$ cat config.mk
export PLATFORM = sky130hd
export DESIGN_NAME = hsdd_hash
export DESIGN_NICKNAME = d
export VERILOG_FILES = /design/src/hdl/hsdd_pkg.sv /design/src/hdl/hsdd_hash.sv
export SDC_FILE = /design/constraint.sdc
export NUM_CORES = 1
export LEC_CHECK = 0
export ABC_AREA = 1
export BUFFER_PORTS_ARGS = -buffer_cell sky130_fd_sc_hd__buf_2
export CAP_MARGIN = 20
export CORE_MARGIN = 4
export CORE_UTILIZATION = 54
export DETAILED_ROUTE_END_ITERATION = 6
export PLACE_DENSITY = 0.72
export SLEW_MARGIN = 20
export SYNTH_ARGS = -nofsm -noshare
export SYNTH_HDL_FRONTEND = slang
export SYNTH_SLANG_ARGS = --single-unit
$ cat constraint.sdc
create_clock -name i_clk -period 7.52 [get_ports i_clk]
set_input_delay 1.128 -clock i_clk [delete_from_list [all_inputs] [get_ports i_clk]]
set_output_delay 1.128 -clock i_clk [all_outputs]
set_load 0.02 [all_outputs]
$ cat src/hdl/hsdd_pkg.sv
// hsdd_pkg: shared types and constants for the hash-set duplicate detector.
// No dependencies; imported by hsdd_hash, hsdd_table and the top level.
package hsdd_pkg;

    // Generation tag: a slot belongs to the current list only when its tag matches.
    localparam int          GEN_W     = 8;
    localparam logic [7:0]  GEN_FIRST = 8'd1;
    localparam logic [7:0]  GEN_LAST  = 8'd255;

    // Multiplicative hash constant (golden ratio, 32 bits).
    localparam logic [31:0] HASH_MULT = 32'h9E37_79B1;

    // Result bus: duplicate in bit 0, overflow in bit 1, zero filled.
    localparam int          OUT_TDATA_W = 8;

    typedef enum logic [2:0] {
        S_CLEAR,
        S_IDLE,
        S_HASH,
        S_PROBE,
        S_END
    } t_state;

    // Table access strobes for one cycle.
    typedef struct packed {
        logic rd_en;
        logic ins_en;
        logic clr_en;
    } t_tbl_cmd;

endpackage

$ cat src/hdl/hsdd_hash.sv
// hsdd_hash: slot index hash (fold, multiply, take top bits, reduce).
// Depends on hsdd_pkg (HASH_MULT).
module hsdd_hash import hsdd_pkg::*; #(
    parameter int TABLE_DEPTH = 1024,
    parameter int VALUE_WIDTH = 32
) (
    input  logic                           i_clk,
    input  logic                           i_load,
    input  logic [VALUE_WIDTH-1:0]         i_value,
    output logic [$clog2(TABLE_DEPTH)-1:0] o_index
);
    localparam int AW = $clog2(TABLE_DEPTH);

    logic [63:0]   w_wide;
    logic [31:0]   w_fold;
    logic [31:0]   r_prod;
    logic [31:0]   n_prod;
    logic [AW:0]   w_top;

    assign w_wide = 64'(i_value);
    assign w_fold = w_wide[31:0] ^ w_wide[63:32];
    assign n_prod = w_fold * HASH_MULT;

    always_ff @(posedge i_clk) begin
        if (i_load) begin
            r_prod <= n_prod;
        end
    end

    // Top bits of the product; one subtract covers depths that are not a power of two.
    assign w_top = {1'b0, r_prod[31 -: AW]};

    always_comb begin
        if (w_top >= (AW+1)'(TABLE_DEPTH)) begin
            o_index = AW'(w_top - (AW+1)'(TABLE_DEPTH));
        end else begin
            o_index = w_top[AW-1:0];
        end
    end

endmodule

# Word-level counts from Yosys, hierarchy flattened
# Cells that the tools add are included.
[totals]
input_bits = 34
regBits = 32
[classes]
n_lt_le_gt_ge = 1
mux = 1
n_mul = 1
addsub = 1
[op_table]
columns = ["cell", "count"]
rows = [
  ["multiplier 32 x 32 -> 32 bit, second input constant", 1],
  ["greater-or-equal comparator 10 x 11 -> 1 bit, second input constant", 1],
  ["two-way mux 10 bit", 1],
  ["subtractor 10 x 1 -> 10 bit, second input constant", 1],
]

# Logic depth before layout (Yosys ltp)
# Gate-level depths: netlist of run 1.
[logic_depth]
ltp_word = 2
depth_mapped = 27
ltp_nobuf = 27

# Least setup slack after synthesis of run 1
# Ideal clock, no wire load.
[synth_timing]
path_type = "input-to-reg"
from = "input port i_value[4]"
to = "register r_prod[29], data pin"
path_slack_ns = 0.765
path_buffers = 0
arrival_ns = 6.503
path_stages = 26
setup_ns = 0.252
required_time_ns = 7.268
cell_sequence = "inv_1 -> fa_1 -> inv_1 -> fa_1 -> fa_1 -> inv_1 -> fa_1 -> inv_1 -> fa_1 -> inv_1 -> fa_1 -> inv_1 -> fa_1 -> inv_1 -> fa_1 -> inv_1 -> ha_1 -> a21oi_1 -> o21ai_1 -> a21oi_2 -> nand3_2 -> a21oi_2 -> or2_1 -> nand2_1 -> nand2_1 -> nand2_1"
[synth_between]
elab_chain_len = 1
[synth_rtl]
columns = ["item", "line", "text"]
rows = [
  ["start, declared", "hsdd_hash.sv:9", "input logic [VALUE_WIDTH-1:0] i_value,"],
  ["multiplier 32 x 32 -> 32 bit", "hsdd_hash.sv:22", "assign n_prod = w_fold * HASH_MULT;"],
  ["named net n_prod[29]", "hsdd_hash.sv:17", "logic [31:0] n_prod;"],
  ["end signal, assigned", "hsdd_hash.sv:26", "r_prod <= n_prod;"],
  ["end, declared", "hsdd_hash.sv:16", "logic [31:0] r_prod;"],
]
# The timed path passes the listed nets, and every way through them passes these cells.
# A chain may end at the register's enable or synchronous reset.

# Worst setup path in the final report of run 1
[layout_timing]
from = "input port i_value[17]"
to = "register r_prod[31], data pin"
# Same word-level chain as after synthesis.

==> results of run 1 <==
-- cell families after synthesis --
family / Yosys count
AND/OR/NAND/NOR: 174
XOR/XNOR: 20
buffers and inverters: 385
adder cells (fa/ha/maj): 387
flip-flops: 10
AO/OA/AOI/OAI: 52
-- worst min path at each step --
stage          startpoint                   end  depth (start not counted)
6_report           i_load  r_prod[24]$_DFFE_PP_                          1
5_1_grt            i_load  r_prod[29]$_DFFE_PP_                          1
4_1_cts            i_load  r_prod[27]$_DFFE_PP_                          1
3_5_place_dp       i_load  r_prod[24]$_DFFE_PP_                          1
3_3_place_gp       i_load  r_prod[27]$_DFFE_PP_                          1
2_1_floorplan      i_load  r_prod[22]$_DFFE_PP_                          0
-- cell type report --
type | instances | share of cell area [%]
multi-input combinational | 633 | 76.1
tap | 220 | 2.75
inverter | 385 | 14.5
timing repair buffer | 54 | 2.98
clock buffer | 3 | 0.751
sequential | 10 | 3.00
-- synth_stat cells --
master	count	area (um2)
o21bai_1	2	15.0
nand3_2	2	20.0
inv_2	1	3.75
ha_1	184	2300
nand2_1	112	420
o21ai_0	9	45.0
or2_2	1	6.26
xor2_1	12	105
or2_1	1	6.26
o31ai_1	2	15.0
a21oi_2	2	17.5
o21ai_1	4	20.0
nand3_1	22	110
fa_1	203	4060
nor2_2	2	12.5
inv_1	384	1440
o211ai_1	1	7.51
a21o_1	4	30.0
a21boi_1	2	15.0
nor3_1	3	15.0
nor2_1	18	67.6
edfxtp_1	10	300
a21oi_1	26	130
nand4_1	3	18.8
nor4_1	2	12.5
nand3b_1	6	45.0
nand4_2	2	25.0
xnor2_1	8	70.1
-- routing by layer --
layer / global-route usage, % / share of wire, %
met5: 0 / 0
met4: 9.06 / 4.6
met3: 1.89 / 4.2
met2: 43.6 / 50
met1: 32.8 / 42
-- through the flow --
step	util, %	cell area (um2)
after floorplan	-	9340
after global placement	59.2	9910
after detailed placement	59.2	9910
after CTS	59.6	9990
after global routing	59.6	9990
final	59.6	9990
-- worst max-delay path, stage by stage --
cell	delay [ps]
buf_2	210
inv_1	150
fa_1	540
inv_1	50
fa_1	500
inv_1	50
fa_1	470
fa_1	560
fa_1	440
fa_1	520
fa_1	550
inv_1	60
fa_1	530
ha_1	340
inv_1	90
nor3_2	220
nand2_1	120
nor3_1	170
o21ai_0	140
nand3_1	130
inv_1	60
nand2_1	60
nand2_1	40
==> flow_summary.ini, run 1 <==
[run_status]
status = completed

[floorplan]
die-area_um2 = 19500
core_area_um2 = 16800
io_pins = 44
die_height_um = 140
initial_core_util_pct = 55.7
die_width_um = 140
fp-row-count = 47

[finish]
largest_reg_flops = 10
top_regs = r_prod (10)
top_register = r_prod
ff_latch_area_um2 = 300
drive_above_1_share_pct = 6.27
fillCellCount = 1448
multiInputGateArea_um2 = 7600
final_cell_mix = 384 x inv_1, 203 x fa_1, 184 x ha_1
nets = 1508
layout_commonest_cell = inv_1
syn_to_final_growth_pct = 6.99
antenna_cells = 0
fin_cells = 1305

[clock_tree]
cts_num_sinks = 10
clk_pin_slew_worst_paths_ps = 40
post_cts_buffers = 0
htree_num_levels = 1
cts_hold_buf = 0
cts_tree = built
cts-root-buf = clkbuf_16
cts_inserted_buffers = 3
clock_path_buffers = 2
cts_resized = 0

[sta]
final_max_slew_viol_count = 0
setup_ws_ps = 369
finalHoldViolCount = 0
fin_crit_ps = 7150
period_share_pct = 95.1
tightest_slew_ps = 453
hold_ws_ps = 1270
slew_headroom_pct = 69.5
setup_violations = 0
timing.fmax_mhz = 140
rsz0062_at_grt = no
setup_tns_ps = 0

[logic_synthesis]
syn_area_um2 = 9340
synth-simple-area-share_pct = 8.13
synth-seq-cells = 10
synth-compound-area-share_pct = 3.16
synth_top_family_by_area = adder cells
synthXorXnorAreaFrac_pct = 1.88
synthAdderAreaFrac_pct = 68.1
syn_avg_cell_area_um2 = 9.09
yosysSeqAreaShare_pct = 3.21
synthDistinctLibCells = 28
yosysWarnings = 0
syn_nets = 1449
synthCells = 1028
synthMuxAreaShare_pct = 0

[grt]
grt_overflow = 0
grt_pass1_vias = 7545
antenna_found_initial = 0
grt_pass1_wl_mm = 38.0
grtUsageTotal_pct = 25.0
grt_max_degree = 11

[setup_path]
crit_fanout = 7
endpoint = r_prod[31]$_DFFE_PP_
worstSetupPathType = input pin to register
cp-startpoint = i_value[17]
cp-end-kind = register
worstSetupStartpointType = input pin
worstPathRequired_ps = 7510
crit_arrival_ps = 7140

[drt]
drc = 0
antenna_violating_nets_post_route = 0
firstDrtPassIters = 4
drtIter0Drc = 290
vias_per_cell = 5.10
wl_per_cell_um = 17.2
num_vias = 6650
wl_mm = 22.5

[min_path]
min_path_type = input pin to register

[placement]
io_buffers = 43
placed_cells = 1302
pre_cts_ws_ps = 102
dp_hpwl_mm = 20.7
gp_congestion = 0.976

[flow_run]
cap_violations = 0
Power of run 1 is left out: the tool's default activity adds up to more than one toggle a clock period on the data nets, which glitch-free logic cannot reach.
==> run 2: changes to the inputs <==
- PLACE_DENSITY: 0.72 -> 0.71
==> run 2 against run 1 <==
Non-clock buffer count decreased by 5. Final cell count decreased by 0.38%. First-iteration DRC count decreased by 4.1%. Setup slack got worse by 16 ps. Final area decreased by 0.43%. Maximum frequency decreased by 0.22%. Utilization decreased by 0.25 points. Critical path type unchanged. Count of clock-buffer cells in the layout unchanged. Hold slack improved by 1.5 ps. Routed wire length decreased by 2.6%. Via count decreased by 2.4%.
==> flow_summary.ini, run 2 (synthesized netlist as in run 1, its figures left out) <==
[placement]
io_buffers = 43
placed_cell_area_um2 = 9880
dp_hpwl_mm = 20.4
gp_congestion = 0.976

[setup_path]
worstPathRequired_ps = 7510
worst_path_max_delay_cell = fa_1
crit_arrival_ps = 7150
cp-end-kind = register
crit_fanout = 7
worstSetupStartpointType = input pin
crit_chain = buf_2 > inv_1 > fa_1 > fa_1 > inv_1 > fa_1 > fa_1 > inv_1 > fa_1 > inv_1 > fa_1 > fa_1 > inv_1 > fa_1 > inv_1 > ha_1 > nand2_1 > nor2_1 > nand2_1 > or2_2 > nand3_1 > inv_1 > nand2_1 > nand2_1
worstSetupPathType = input pin to register
crit_top_cell = fa_1
max_stage_delay_ps = 540

[floorplan]
die_width_um = 140
io_pins = 44
fp-row-count = 47
core_area_um2 = 16800
die_height_um = 140
initial_core_util_pct = 55.7
die-area_um2 = 19500

[drt]
drc = 0
wl_per_cell_um = 16.8
drtIter0Drc = 278
wl_mm = 21.9
antenna_violating_nets_post_route = 0
firstDrtPassIters = 5
vias_per_cell = 4.99
num_vias = 6490

[finish]
ff_latch_area_um2 = 300
drive_above_1_share_pct = 5.74
antenna_cells = 0
multiInputGateArea_um2 = 7600
nets = 1503
top_register = r_prod
fillCellCount = 1495
final_cell_mix = 384 x inv_1, 203 x fa_1, 184 x ha_1
layout_commonest_cell = inv_1
syn_to_final_growth_pct = 6.54
largest_reg_flops = 10
final_util_pct = 59.4
final_area_um2 = 9950
top_regs = r_prod (10)

[grt]
grt_max_degree = 11
grtUsageTotal_pct = 23.8
grt_overflow = 0
grt_pass1_vias = 7221
antenna_found_initial = 0
grt_pass1_wl_mm = 36.5

[min_path]
min_path_type = input pin to register

[sta]
rsz0062_at_grt = no
finalHoldViolCount = 0
timing.fmax_mhz = 140
period_share_pct = 95.3
fin_crit_ps = 7170
setup_tns_ps = 0
final_max_slew_viol_count = 0
tightest_slew_ps = 434
slew_headroom_pct = 70.8
setup_violations = 0

[clock_tree]
clk_pin_slew_worst_paths_ps = 40
cts_tree = built
post_cts_buffers = 0
htree_num_levels = 1
cts_resized = 0
clock_path_buffers = 2
cts_num_sinks = 10
cts_hold_buf = 0
cts_inserted_buffers = 3
cts-root-buf = clkbuf_16

[flow_run]
cap_violations = 0

[run_status]
status = completed
[run 2: routing by layer]
metal	wire length (um)	vias up	global-route usage [%]
li1	-	3110	-
met1	9170	3178	31.7
met2	10800	168	41.9
met3	1410	34	3.22
met4	524	0	4.99
met5	0	-	0
[run 2: final timing paths]
path / depth (start not counted) / startpoint / end
worst max-delay path: 24 / i_value[13] / r_prod[31]$_DFFE_PP_
worst min-delay path: 1 / i_load / r_prod[26]$_DFFE_PP_
[run 2: layout make-up]
type                    instances  area share, %
multi-input cells             633           76.3
repair buffers                 49           2.62
flip-flops and latches         10           3.02
inverters                     385           14.5
clock buffers                   3          0.754
well taps                     220           2.77
[run 2: through the flow]
stage,worst slack [ps],hold WS [ps],instances
after CTS,304,1270,1300
after global routing,42.4,1270,1300
final,353,1270,1300
after floorplan,765,1240,1028
after global placement,90.5,1500,1297
after detailed placement,66.9,1510,1297
[run 2: worst max-delay path, delay by kind of cell]
kind,cells,cell delay (ps)
simple gates,7,840
buf+inv,8,780
fa+ha+maj,9,4400
Power of run 2 is left out for the same reason.
